--- src/hdl/qgs_pkg.sv ---
// ----------------------------------------------------------------------------
// qgs_pkg: shared types and constants for the QAM Gray slicer
// Holds register indexes, fixed field widths and the per-cell control word.
// ----------------------------------------------------------------------------
package qgs_pkg;

  // Fixed widths of the configuration registers and of the result fields.
  localparam int BITS_W    = 3;
  localparam int WEIGHT_W  = 15;
  localparam int NUM_WEIGHTS = 6;
  localparam int CFG_IDX_W = 3;
  localparam int SYMBOL_W  = 12;
  localparam int PHASE_W   = 32;

  // Configuration register indexes.
  localparam logic [CFG_IDX_W-1:0] REG_BITS_IN_PHASE   = 3'd0;
  localparam logic [CFG_IDX_W-1:0] REG_BITS_QUADRATURE = 3'd1;
  localparam logic [CFG_IDX_W-1:0] REG_LEVEL_WEIGHT_0  = 3'd2;

  // Static control of one slicer cell: which axes decide here and the weight.
  typedef struct packed {
    logic                act_i;
    logic                act_q;
    logic [WEIGHT_W-1:0] weight;
  } cell_ctrl_t;

endpackage

--- src/hdl/qgs_cell.sv ---
// ----------------------------------------------------------------------------
// qgs_cell: one successive-approximation decision for both axes
// Compares each enabled axis value against zero, shifts the decision into
// the axis index and moves the value by the cell's level weight.
// ----------------------------------------------------------------------------
module qgs_cell #(
  parameter int SAMPLE_WIDTH = 16,
  parameter int VALUE_WIDTH  = 20,
  parameter int AXIS_BITS    = 6
) (
  input  logic                           clk,
  input  logic                           rst,
  input  qgs_pkg::cell_ctrl_t            ctrl,
  input  logic                           in_valid,
  output logic                           in_ready,
  input  logic signed [SAMPLE_WIDTH-1:0] in_xi,
  input  logic signed [SAMPLE_WIDTH-1:0] in_xq,
  input  logic signed [VALUE_WIDTH-1:0]  in_vi,
  input  logic signed [VALUE_WIDTH-1:0]  in_vq,
  input  logic [AXIS_BITS-1:0]           in_si,
  input  logic [AXIS_BITS-1:0]           in_sq,
  output logic                           out_valid,
  input  logic                           out_ready,
  output logic signed [SAMPLE_WIDTH-1:0] out_xi,
  output logic signed [SAMPLE_WIDTH-1:0] out_xq,
  output logic signed [VALUE_WIDTH-1:0]  out_vi,
  output logic signed [VALUE_WIDTH-1:0]  out_vq,
  output logic [AXIS_BITS-1:0]           out_si,
  output logic [AXIS_BITS-1:0]           out_sq
);

  logic                          advance;
  logic signed [VALUE_WIDTH-1:0] wext;
  logic                          pos_i;
  logic                          pos_q;
  logic signed [VALUE_WIDTH-1:0] vi_next;
  logic signed [VALUE_WIDTH-1:0] vq_next;
  logic [AXIS_BITS-1:0]          si_next;
  logic [AXIS_BITS-1:0]          sq_next;

  // The stage moves whenever it is empty or its item leaves this cycle.
  assign advance  = !out_valid || out_ready;
  assign in_ready = advance;

  assign wext  = signed'(VALUE_WIDTH'(ctrl.weight));
  // Exactly zero counts as not above zero.
  assign pos_i = !in_vi[VALUE_WIDTH-1] && (in_vi != '0);
  assign pos_q = !in_vq[VALUE_WIDTH-1] && (in_vq != '0);

  always_comb begin
    vi_next = in_vi;
    si_next = in_si;
    if (ctrl.act_i) begin
      si_next = AXIS_BITS'({in_si, pos_i});
      vi_next = pos_i ? (in_vi - wext) : (in_vi + wext);
    end
    vq_next = in_vq;
    sq_next = in_sq;
    if (ctrl.act_q) begin
      sq_next = AXIS_BITS'({in_sq, pos_q});
      vq_next = pos_q ? (in_vq - wext) : (in_vq + wext);
    end
  end

  always_ff @(posedge clk) begin
    if (rst) begin
      out_valid <= 1'b0;
    end else if (advance) begin
      out_valid <= in_valid;
    end
    if (advance) begin
      out_xi <= in_xi;
      out_xq <= in_xq;
      out_vi <= vi_next;
      out_vq <= vq_next;
      out_si <= si_next;
      out_sq <= sq_next;
    end
  end

  a_idle_axis_holds: assert property (@(posedge clk) disable iff (rst)
    in_valid && advance && !ctrl.act_i |=> out_vi == $past(in_vi) && out_si == $past(in_si))
    else $error("inactive I decision changed the axis value");

  a_decision_bit: assert property (@(posedge clk) disable iff (rst)
    in_valid && advance && ctrl.act_q |=> out_sq[0] == $past(pos_q))
    else $error("Q decision bit does not match the sign of the value");

endmodule

--- src/hdl/qgs_finish.sv ---
// ----------------------------------------------------------------------------
// qgs_finish: symbol packing, saturation and phase error
// Three registered stages: Gray coding and saturation, the two products,
// then the difference saturated to 32 bits into the output register.
// ----------------------------------------------------------------------------
module qgs_finish #(
  parameter int SAMPLE_WIDTH = 16,
  parameter int VALUE_WIDTH  = 20,
  parameter int AXIS_BITS    = 6
) (
  input  logic                                   clk,
  input  logic                                   rst,
  input  logic [qgs_pkg::BITS_W-1:0]             mq,
  input  logic                                   in_valid,
  output logic                                   in_ready,
  input  logic signed [SAMPLE_WIDTH-1:0]         in_xi,
  input  logic signed [SAMPLE_WIDTH-1:0]         in_xq,
  input  logic signed [VALUE_WIDTH-1:0]          in_vi,
  input  logic signed [VALUE_WIDTH-1:0]          in_vq,
  input  logic [AXIS_BITS-1:0]                   in_si,
  input  logic [AXIS_BITS-1:0]                   in_sq,
  output logic                                   out_valid,
  input  logic                                   out_ready,
  output logic [qgs_pkg::SYMBOL_W-1:0]           symbol,
  output logic signed [SAMPLE_WIDTH-1:0]         resid_i,
  output logic signed [SAMPLE_WIDTH-1:0]         resid_q,
  output logic signed [SAMPLE_WIDTH-1:0]         est_i,
  output logic signed [SAMPLE_WIDTH-1:0]         est_q,
  output logic signed [qgs_pkg::PHASE_W-1:0]     phase_err
);

  localparam int PROD_W = 2 * SAMPLE_WIDTH;
  localparam int DIFF_W = (PROD_W + 1 > qgs_pkg::PHASE_W + 1) ? PROD_W + 1
                                                              : qgs_pkg::PHASE_W + 1;
  localparam logic signed [VALUE_WIDTH-1:0] SMAX =
    {{(VALUE_WIDTH - SAMPLE_WIDTH + 1){1'b0}}, {(SAMPLE_WIDTH - 1){1'b1}}};
  localparam logic signed [VALUE_WIDTH-1:0] SMIN = ~SMAX;
  localparam logic signed [DIFF_W-1:0] PMAX =
    {{(DIFF_W - qgs_pkg::PHASE_W + 1){1'b0}}, {(qgs_pkg::PHASE_W - 1){1'b1}}};
  localparam logic signed [DIFF_W-1:0] PMIN = ~PMAX;

  // Stage A: symbol, residuals, re-modulated point.
  logic                                adv_a;
  logic                                valid_a;
  logic [qgs_pkg::SYMBOL_W-1:0]        sym_a;
  logic signed [SAMPLE_WIDTH-1:0]      xi_a;
  logic signed [SAMPLE_WIDTH-1:0]      xq_a;
  logic signed [SAMPLE_WIDTH-1:0]      ri_a;
  logic signed [SAMPLE_WIDTH-1:0]      rq_a;
  logic signed [SAMPLE_WIDTH-1:0]      ei_a;
  logic signed [SAMPLE_WIDTH-1:0]      eq_a;
  // Stage B: products.
  logic                                adv_b;
  logic                                valid_b;
  logic [qgs_pkg::SYMBOL_W-1:0]        sym_b;
  logic signed [SAMPLE_WIDTH-1:0]      ri_b;
  logic signed [SAMPLE_WIDTH-1:0]      rq_b;
  logic signed [SAMPLE_WIDTH-1:0]      ei_b;
  logic signed [SAMPLE_WIDTH-1:0]      eq_b;
  logic signed [PROD_W-1:0]            pq_b;
  logic signed [PROD_W-1:0]            pi_b;
  // Output stage.
  logic                                adv_c;

  logic [AXIS_BITS-1:0]                gi;
  logic [AXIS_BITS-1:0]                gq;
  logic signed [VALUE_WIDTH-1:0]       ei_raw;
  logic signed [VALUE_WIDTH-1:0]       eq_raw;
  logic signed [DIFF_W-1:0]            diff;

  assign adv_c    = !out_valid || out_ready;
  assign adv_b    = !valid_b || adv_c;
  assign adv_a    = !valid_a || adv_b;
  assign in_ready = adv_a;

  assign gi     = in_si ^ (in_si >> 1);
  assign gq     = in_sq ^ (in_sq >> 1);
  // The re-modulated point is the input minus the unsaturated residual.
  assign ei_raw = VALUE_WIDTH'(in_xi) - in_vi;
  assign eq_raw = VALUE_WIDTH'(in_xq) - in_vq;
  assign diff   = DIFF_W'(pq_b) - DIFF_W'(pi_b);

  always_ff @(posedge clk) begin
    if (rst) begin
      valid_a   <= 1'b0;
      valid_b   <= 1'b0;
      out_valid <= 1'b0;
    end else begin
      if (adv_a) valid_a <= in_valid;
      if (adv_b) valid_b <= valid_a;
      if (adv_c) out_valid <= valid_b;
    end
    if (adv_a) begin
      sym_a <= (qgs_pkg::SYMBOL_W'(gi) << mq) + qgs_pkg::SYMBOL_W'(gq);
      xi_a  <= in_xi;
      xq_a  <= in_xq;
      ri_a  <= (in_vi > SMAX) ? SMAX[SAMPLE_WIDTH-1:0] :
               (in_vi < SMIN) ? SMIN[SAMPLE_WIDTH-1:0] : in_vi[SAMPLE_WIDTH-1:0];
      rq_a  <= (in_vq > SMAX) ? SMAX[SAMPLE_WIDTH-1:0] :
               (in_vq < SMIN) ? SMIN[SAMPLE_WIDTH-1:0] : in_vq[SAMPLE_WIDTH-1:0];
      ei_a  <= (ei_raw > SMAX) ? SMAX[SAMPLE_WIDTH-1:0] :
               (ei_raw < SMIN) ? SMIN[SAMPLE_WIDTH-1:0] : ei_raw[SAMPLE_WIDTH-1:0];
      eq_a  <= (eq_raw > SMAX) ? SMAX[SAMPLE_WIDTH-1:0] :
               (eq_raw < SMIN) ? SMIN[SAMPLE_WIDTH-1:0] : eq_raw[SAMPLE_WIDTH-1:0];
    end
    if (adv_b) begin
      sym_b <= sym_a;
      ri_b  <= ri_a;
      rq_b  <= rq_a;
      ei_b  <= ei_a;
      eq_b  <= eq_a;
      pq_b  <= PROD_W'(xq_a) * PROD_W'(ei_a);
      pi_b  <= PROD_W'(xi_a) * PROD_W'(eq_a);
    end
    if (adv_c) begin
      symbol    <= sym_b;
      resid_i   <= ri_b;
      resid_q   <= rq_b;
      est_i     <= ei_b;
      est_q     <= eq_b;
      phase_err <= (diff > PMAX) ? PMAX[qgs_pkg::PHASE_W-1:0] :
                   (diff < PMIN) ? PMIN[qgs_pkg::PHASE_W-1:0] :
                   diff[qgs_pkg::PHASE_W-1:0];
    end
  end

  a_product_stage: assert property (@(posedge clk) disable iff (rst)
    valid_a && adv_b |=> pq_b == PROD_W'($past(xq_a)) * PROD_W'($past(ei_a)))
    else $error("registered product does not match its operands");

  a_stage_moves: assert property (@(posedge clk) disable iff (rst)
    valid_b && adv_c |=> out_valid && symbol == $past(sym_b))
    else $error("item lost between product stage and output");

endmodule

--- src/hdl/qam_gray_slicer.sv ---
// ----------------------------------------------------------------------------
// qam_gray_slicer: hard-decision Gray demapper for rectangular QAM
// Slices I and Q by successive approximation and reports symbol, residuals,
// re-modulated point and phase error.
// ----------------------------------------------------------------------------
// The block takes one sample every clock cycle while the output is not stalled
// and returns one result per sample. A row of MAX_AXIS_BITS cells makes one
// decision per axis each, most significant first; cells above the configured
// bit count pass the item untouched. Three more stages form the symbol,
// saturate the residuals and the re-modulated point, multiply, and saturate
// the phase error. Every stage holds its item only while the one after it is
// full, so empty stages close up behind a stalled output. Write the
// configuration registers only while no item is in flight.
// ----------------------------------------------------------------------------
module qam_gray_slicer #(
  parameter int MAX_AXIS_BITS = 6,
  parameter int SAMPLE_WIDTH  = 16
) (
  input  logic                                clk,
  input  logic                                rst,
  input  logic                                cfg_we,
  input  logic [qgs_pkg::CFG_IDX_W-1:0]       cfg_index,
  input  logic [qgs_pkg::WEIGHT_W-1:0]        cfg_data,
  input  logic                                s_axis_tvalid,
  output logic                                s_axis_tready,
  // in_i, in_q
  input  logic [((2*SAMPLE_WIDTH+7)/8)*8-1:0] s_axis_tdata,
  output logic                                m_axis_tvalid,
  input  logic                                m_axis_tready,
  // symbol, resid_i, resid_q, est_i, est_q, phase_err
  output logic [((4*SAMPLE_WIDTH+qgs_pkg::SYMBOL_W+qgs_pkg::PHASE_W+7)/8)*8-1:0]
                                              m_axis_tdata
);

  localparam int VALUE_WIDTH = ((SAMPLE_WIDTH > 19) ? SAMPLE_WIDTH : 19) + 1;
  localparam int OUT_W = ((4*SAMPLE_WIDTH+qgs_pkg::SYMBOL_W+qgs_pkg::PHASE_W+7)/8)*8;
  localparam logic [qgs_pkg::BITS_W-1:0] BITS_MAX = qgs_pkg::BITS_W'(MAX_AXIS_BITS);

  logic [qgs_pkg::BITS_W-1:0]   bits_in_phase;
  logic [qgs_pkg::BITS_W-1:0]   bits_quadrature;
  logic [qgs_pkg::WEIGHT_W-1:0] level_weight [qgs_pkg::NUM_WEIGHTS];
  logic [qgs_pkg::BITS_W-1:0]   mi;
  logic [qgs_pkg::BITS_W-1:0]   mq;

  logic                          c_valid [MAX_AXIS_BITS+1];
  logic                          c_ready [MAX_AXIS_BITS+1];
  logic signed [SAMPLE_WIDTH-1:0] c_xi   [MAX_AXIS_BITS+1];
  logic signed [SAMPLE_WIDTH-1:0] c_xq   [MAX_AXIS_BITS+1];
  logic signed [VALUE_WIDTH-1:0]  c_vi   [MAX_AXIS_BITS+1];
  logic signed [VALUE_WIDTH-1:0]  c_vq   [MAX_AXIS_BITS+1];
  logic [MAX_AXIS_BITS-1:0]       c_si   [MAX_AXIS_BITS+1];
  logic [MAX_AXIS_BITS-1:0]       c_sq   [MAX_AXIS_BITS+1];

  logic [qgs_pkg::SYMBOL_W-1:0]     symbol;
  logic signed [SAMPLE_WIDTH-1:0]   resid_i;
  logic signed [SAMPLE_WIDTH-1:0]   resid_q;
  logic signed [SAMPLE_WIDTH-1:0]   est_i;
  logic signed [SAMPLE_WIDTH-1:0]   est_q;
  logic signed [qgs_pkg::PHASE_W-1:0] phase_err;

  always_ff @(posedge clk) begin
    if (rst) begin
      bits_in_phase   <= qgs_pkg::BITS_W'(2);
      bits_quadrature <= qgs_pkg::BITS_W'(2);
      level_weight[0] <= qgs_pkg::WEIGHT_W'(2896);
      level_weight[1] <= qgs_pkg::WEIGHT_W'(5793);
      level_weight[2] <= qgs_pkg::WEIGHT_W'(11585);
      level_weight[3] <= qgs_pkg::WEIGHT_W'(23170);
      level_weight[4] <= '0;
      level_weight[5] <= '0;
    end else if (cfg_we) begin
      case (cfg_index)
        qgs_pkg::REG_BITS_IN_PHASE:   bits_in_phase   <= cfg_data[qgs_pkg::BITS_W-1:0];
        qgs_pkg::REG_BITS_QUADRATURE: bits_quadrature <= cfg_data[qgs_pkg::BITS_W-1:0];
        default: begin
          level_weight[cfg_index - qgs_pkg::REG_LEVEL_WEIGHT_0] <= cfg_data;
        end
      endcase
    end
  end

  // Bit counts above the cell count saturate to it.
  assign mi = (bits_in_phase > BITS_MAX) ? BITS_MAX : bits_in_phase;
  assign mq = (bits_quadrature > BITS_MAX) ? BITS_MAX : bits_quadrature;

  assign c_valid[0]    = s_axis_tvalid;
  assign s_axis_tready = c_ready[0];
  assign c_xi[0] = s_axis_tdata[SAMPLE_WIDTH-1:0];
  assign c_xq[0] = s_axis_tdata[2*SAMPLE_WIDTH-1:SAMPLE_WIDTH];
  assign c_vi[0] = VALUE_WIDTH'(signed'(s_axis_tdata[SAMPLE_WIDTH-1:0]));
  assign c_vq[0] = VALUE_WIDTH'(signed'(s_axis_tdata[2*SAMPLE_WIDTH-1:SAMPLE_WIDTH]));
  assign c_si[0] = '0;
  assign c_sq[0] = '0;

  // Cell c applies weight MAX_AXIS_BITS-1-c, and only when that weight is
  // within the axis bit count, so the leading cells idle for small counts.
  for (genvar c = 0; c < MAX_AXIS_BITS; c++) begin : g_cell
    qgs_pkg::cell_ctrl_t ctrl;
    assign ctrl.act_i  = qgs_pkg::BITS_W'(MAX_AXIS_BITS - 1 - c) < mi;
    assign ctrl.act_q  = qgs_pkg::BITS_W'(MAX_AXIS_BITS - 1 - c) < mq;
    assign ctrl.weight = level_weight[MAX_AXIS_BITS - 1 - c];

    qgs_cell #(
      .SAMPLE_WIDTH (SAMPLE_WIDTH),
      .VALUE_WIDTH  (VALUE_WIDTH),
      .AXIS_BITS    (MAX_AXIS_BITS)
    ) u_cell (
      .clk       (clk),
      .rst       (rst),
      .ctrl      (ctrl),
      .in_valid  (c_valid[c]),
      .in_ready  (c_ready[c]),
      .in_xi     (c_xi[c]),
      .in_xq     (c_xq[c]),
      .in_vi     (c_vi[c]),
      .in_vq     (c_vq[c]),
      .in_si     (c_si[c]),
      .in_sq     (c_sq[c]),
      .out_valid (c_valid[c+1]),
      .out_ready (c_ready[c+1]),
      .out_xi    (c_xi[c+1]),
      .out_xq    (c_xq[c+1]),
      .out_vi    (c_vi[c+1]),
      .out_vq    (c_vq[c+1]),
      .out_si    (c_si[c+1]),
      .out_sq    (c_sq[c+1])
    );
  end

  qgs_finish #(
    .SAMPLE_WIDTH (SAMPLE_WIDTH),
    .VALUE_WIDTH  (VALUE_WIDTH),
    .AXIS_BITS    (MAX_AXIS_BITS)
  ) u_finish (
    .clk       (clk),
    .rst       (rst),
    .mq        (mq),
    .in_valid  (c_valid[MAX_AXIS_BITS]),
    .in_ready  (c_ready[MAX_AXIS_BITS]),
    .in_xi     (c_xi[MAX_AXIS_BITS]),
    .in_xq     (c_xq[MAX_AXIS_BITS]),
    .in_vi     (c_vi[MAX_AXIS_BITS]),
    .in_vq     (c_vq[MAX_AXIS_BITS]),
    .in_si     (c_si[MAX_AXIS_BITS]),
    .in_sq     (c_sq[MAX_AXIS_BITS]),
    .out_valid (m_axis_tvalid),
    .out_ready (m_axis_tready),
    .symbol    (symbol),
    .resid_i   (resid_i),
    .resid_q   (resid_q),
    .est_i     (est_i),
    .est_q     (est_q),
    .phase_err (phase_err)
  );

  assign m_axis_tdata = OUT_W'({phase_err, est_q, est_i, resid_q, resid_i, symbol});

  a_bits_clamped: assert property (@(posedge clk) disable iff (rst)
    mi <= BITS_MAX && mq <= BITS_MAX)
    else $error("axis bit count exceeds the cell count");

endmodule

--- config.mk ---
export PLATFORM = sky130hd
export DESIGN_NAME = qam_gray_slicer
export DESIGN_NICKNAME = d
export VERILOG_FILES = /design/src/hdl/qgs_pkg.sv /design/src/hdl/qgs_cell.sv /design/src/hdl/qgs_finish.sv /design/src/hdl/qam_gray_slicer.sv
export SDC_FILE = /design/constraint.sdc
export NUM_CORES = 2
export LEC_CHECK = 0
export BUFFER_PORTS_ARGS = -buffer_cell sky130_fd_sc_hd__buf_2
export CORE_MARGIN = 3
export CORE_UTILIZATION = 50
export DETAILED_ROUTE_END_ITERATION = 10
export PLACE_DENSITY = 0.79
export SLEW_MARGIN = 20
export SYNTH_ARGS = -nofsm -noshare
export SYNTH_HDL_FRONTEND = slang
export SYNTH_HIERARCHICAL = 1
export SYNTH_SLANG_ARGS = --single-unit
--- constraint.sdc ---
create_clock -name clk -period 33 [get_ports clk]
set_clock_uncertainty 0.2 [all_clocks]
set_input_delay 8.25 -clock clk [delete_from_list [all_inputs] [get_ports clk]]
set_output_delay 8.25 -clock clk [all_outputs]
set_load 0.01 [all_outputs]
==> metrics.log <==
[metrics] worst skew pair latency: approximately 740 ps
[metrics] crit path max fanout: 36
[metrics] CP max stage cell: sky130_fd_sc_hd__nand2b_4
[metrics] Worst-Margin Slew: 1170 ps
[metrics] count of buffering cells on the critical path with inverters included: 2
[metrics] antenna violations before repair: 2
[metrics] via count of the first global-routing pass: around 52000
[metrics] Avg Vias per Cell: ~5.8
[metrics] number of detailed-routing iterations run before antenna repair: 8
[metrics] worst slew margin relative to its limit: between 20% and 30%
[metrics] highest clock rate: just under 0.05 GHz
[metrics] buffer cell driving the clock tree root: sky130_fd_sc_hd__clkbuf_16
[metrics] crit-path most repeated cell: sky130_fd_sc_hd__nand2b_4
[metrics] min Tclk post-route: about 20000 ps
[metrics] dominant cell type by area after synthesis: sky130_fd_sc_hd__edfxtp_1
[metrics] average wire per standard cell: 21.5 um
[metrics] cell types occupying the most area after synthesis: sky130_fd_sc_hd__edfxtp_1 (38%), sky130_fd_sc_hd__fa_1 (15%), sky130_fd_sc_hd__ha_1 (8.0%), sky130_fd_sc_hd__inv_1 (4.1%), sky130_fd_sc_hd__mux2_2 (3.3%)
[metrics] main combinational cell family by area after synthesis: adder cells
[metrics] DP HPWL: 151 mm
[metrics] Nets: about 8000
[metrics] largest net degree at the start of global routing: 78
[metrics] fill count: around 12000
[metrics] detailed router's first-iteration violation count: 4474
[metrics] outcome: finished, final reports clean
[metrics] largest delay contributor family on the critical path: simple AND/OR/NAND/NOR gates
[metrics] H-tree depth: 3
[metrics] kind of critical path: in2out
[metrics] ratio of cells with drive above 1 in the final layout: around a tenth
[metrics] number of buffers added for setup after CTS: 0
[metrics] number of buffers inserted by hold repair at cts: 0
[metrics] Post-Synth XOR/XNOR Area: 5.23%
[metrics] number of different library cells in the post-synthesis netlist: 96
[metrics] RSZ-0062 raised after global routing: no
[metrics] worst min-delay path class: reg2reg
[metrics] post-synthesis compound-gate area fraction: between 10% and 20%
[metrics] Cell Area, Synth: around 74000 sq um
[metrics] portion of the clock cycle consumed by the worst path in the final layout: between 60% and 70%
[metrics] per-instance average area after synthesis: around 11 sq um
[metrics] post-CTS sizing: 0
[metrics] Core ar.: 147000 sq um
[metrics] Area Growth Syn to Fin: 8.59%
[metrics] number of instances in the synthesized netlist: roughly 7000
[metrics] deepest clock path buffer count: 3
[metrics] area fraction of the dominant cell type after synthesis: between 30% and 40%
[metrics] share of synthesized area spent on multiplexers: 3.94%
[metrics] DRC Markers: 0
[metrics] data arrival time at the worst-slack endpoint: 11830 ps
[metrics] wire length of the first global-routing pass: about 300 mm
[metrics] die width: a little under 400 um
[metrics] dominant register cell in the synthesized netlist: sky130_fd_sc_hd__edfxtp_1
[metrics] DRT antenna net count: 0
[metrics] number of register bits inferred by synthesis: around 970
[metrics] Die Area: approximately 150000 sq um
[metrics] crit-path max cell delay: about 470 ps
[metrics] list of cells traversed by the critical path: buf_2, nor2b_1, and2_1, nand2_4, nand2b_4, nand2b_4, nand2b_4, nand2b_4, nand2b_4, nand2b_4, buf_2
[metrics] Synth Area in Simple Gates: between 10% and 20%
[metrics] count of endpoints failing hold in the final timing report: 0
[metrics] clock sinks: ~970
[metrics] Setup violations, final: 0
[metrics] maximum capacitance violations: 0
[metrics] TritonCTS buffer count: 100
[metrics] required arrival time at the worst endpoint: approximately 25000 ps
[metrics] Die Span Y: 392 um
[metrics] share of flip-flops with an asynchronous set or reset after synthesis: 0%
[metrics] TritonCTS clock tree: done
[metrics] sum of overflow across all layers after global routing: 0
[metrics] Final Slew Violations: 0
[metrics] Port Buffer Count: 164
[metrics] Fin Setup TNS: 0 ps
[metrics] GRT Overall Usage: 25.0%
[metrics] FP Rows: 140
[metrics] warnings from Yosys: 6
[metrics] Clock transition at path regs: 60 ps
[metrics] gp weighted congestion: 0.961
[metrics] IO Count: between 150 and 200
[metrics] Critical Path End Type: primary output
[metrics] effective utilization at floorplan: a little over 50%
[metrics] number of synthesized flops with an enable pin: 950
[metrics] routed vias: between 50000 and 60000
[metrics] launching element type of the critical path: primary input
[metrics] sequential area share after synthesis: 38.7%
[metrics] overall routed net length: between 150 and 200 mm
[metrics] adder and majority gate portion of the synthesized area: 22.9%
cells in the final DEF (no fill, tap or decap), types with 146 or more instances in the layout:
cell type	synthesis	routed
sky130_fd_sc_hd__a21o_1	182	182
sky130_fd_sc_hd__a21oi_1	315	315
sky130_fd_sc_hd__and2_1	313	313
sky130_fd_sc_hd__buf_2	11	164
sky130_fd_sc_hd__edfxtp_1	950	950
sky130_fd_sc_hd__fa_1	540	540
sky130_fd_sc_hd__ha_1	474	474
sky130_fd_sc_hd__inv_1	808	806
sky130_fd_sc_hd__mux2_2	216	216
sky130_fd_sc_hd__nand2_1	588	587
sky130_fd_sc_hd__nor2_1	356	356
sky130_fd_sc_hd__o21ai_0	146	146
sky130_fd_sc_hd__xnor2_1	269	269
sky130_fd_sc_hd__xor2_1	176	176
layout make-up:
| type | instances | area [sq um] | area share [%] |
|---|---|---|---|
| antenna | 1 | 2.50 | 0.00309 |
| clock buffer | 124 | 2640 | 3.27 |
| clock inverter | 62 | 926 | 1.14 |
| inverter | 808 | 3040 | 3.76 |
| multi-input combinational | 4885 | 41900 | 51.9 |
| sequential | 965 | 28800 | 35.6 |
| tap | 1917 | 2400 | 2.97 |
| timing repair buffer | 200 | 1100 | 1.36 |
final timing paths:
kind | slack (ps) | cells past startpoint | to | start
worst min-delay path | 190 | 0 | u_finish/resid_q[14] | u_finish/rq_b[14]
worst max register to register | 25610 | 21 | u_finish/pq_b[31] | u_finish/ei_a[9]
worst min register to register | 190 | 0 | u_finish/resid_q[14] | u_finish/rq_b[14]
worst max-delay path | 12720 | 11 | s_axis_tready | m_axis_tready
state kept, by name, summed over array words and instances (netlist names), 32 cells and up:
register	cells
g_cell.u_cell/out_sq	36
u_finish/phase_err	32
g_cell.u_cell/out_vq	120
g_cell.u_cell/out_xi	96
g_cell.u_cell/out_vi	120
level_weight	90
g_cell.u_cell/out_si	36
u_finish/pq_b	32
u_finish/pi_b	32
g_cell.u_cell/out_xq	96
per-layer routing:
metal	track usage (%)	routed length, um
met3	3.08	12100
met5	0	7
met2	42.7	94100
met1	30.9	74600
met4	13.8	12200
synth_stat cells, types with 21 or more instances:
| cell | number |
|---|---|
| sky130_fd_sc_hd__ha_1 | 474 |
| sky130_fd_sc_hd__or4_1 | 52 |
| sky130_fd_sc_hd__clkbuf_1 | 166 |
| sky130_fd_sc_hd__nor2b_1 | 51 |
| sky130_fd_sc_hd__maj3_2 | 30 |
| sky130_fd_sc_hd__o41ai_1 | 21 |
| sky130_fd_sc_hd__mux2_2 | 216 |
| sky130_fd_sc_hd__a211oi_1 | 47 |
| sky130_fd_sc_hd__o311ai_0 | 23 |
| sky130_fd_sc_hd__edfxtp_1 | 950 |
| sky130_fd_sc_hd__nand2b_1 | 86 |
| sky130_fd_sc_hd__o21a_1 | 91 |
| sky130_fd_sc_hd__mux2i_1 | 50 |
| sky130_fd_sc_hd__nand4_1 | 29 |
| sky130_fd_sc_hd__a31oi_1 | 32 |
| sky130_fd_sc_hd__and2_1 | 313 |
| sky130_fd_sc_hd__xor2_1 | 176 |
| sky130_fd_sc_hd__a2111oi_0 | 27 |
| sky130_fd_sc_hd__or2_2 | 38 |
| sky130_fd_sc_hd__o21bai_1 | 47 |
| sky130_fd_sc_hd__xnor2_1 | 269 |
| sky130_fd_sc_hd__and3_1 | 44 |
| sky130_fd_sc_hd__o21ai_0 | 146 |
| sky130_fd_sc_hd__inv_1 | 808 |
| sky130_fd_sc_hd__a21oi_1 | 315 |
| sky130_fd_sc_hd__a41oi_1 | 28 |
| sky130_fd_sc_hd__a31o_2 | 23 |
| sky130_fd_sc_hd__nand3_1 | 81 |
| sky130_fd_sc_hd__o211ai_1 | 32 |
| sky130_fd_sc_hd__fa_1 | 540 |
| sky130_fd_sc_hd__a211o_1 | 21 |
| sky130_fd_sc_hd__a21o_1 | 182 |
| sky130_fd_sc_hd__nor3_1 | 127 |
| sky130_fd_sc_hd__or3_1 | 44 |
| sky130_fd_sc_hd__nand2_1 | 588 |
| sky130_fd_sc_hd__nor2_1 | 356 |
| sky130_fd_sc_hd__o31ai_1 | 35 |
worst reg2reg max path: cells and delay by family (launching register included):
| family | cells | cell delay (ps) |
|---|---|---|
| adders and majority gates | 7 | 3460 |
| AOI/OAI and AO/OA | 4 | 1440 |
| DFF | 1 | 960 |
| muxes | 1 | 220 |
| buffers and inverters | 5 | 260 |
| and+or+nand+nor | 4 | 650 |
metrics by stage:
step           setup WS [ps]  hold WS (ps)  std cells  cell area, sq um  utilization (%)
6_report               12720           186       8962             80900             55.1
5_1_grt                12410           197       8961             80900             55.1
4_1_cts                12670           183       8960             80800             55.1
3_5_place_dp           12680           205       8774             77300             52.6
3_3_place_gp           12790           200       8774             77300             52.6
2_1_floorplan            261           200       6865             74600                -
cell families after synthesis:
logic type / after synthesis
AND/OR/NAND/NOR: 1900
AO/OA/AOI/OAI: 1203
adder cells (fa/ha/maj): 1045
buffers and inverters: 1015
flip-flops: 965
XOR/XNOR: 445
multiplexers: 266
other: 1
Power is not shown: default switching activity piles up to over one toggle a cycle in this logic, so the estimate is an artifact.
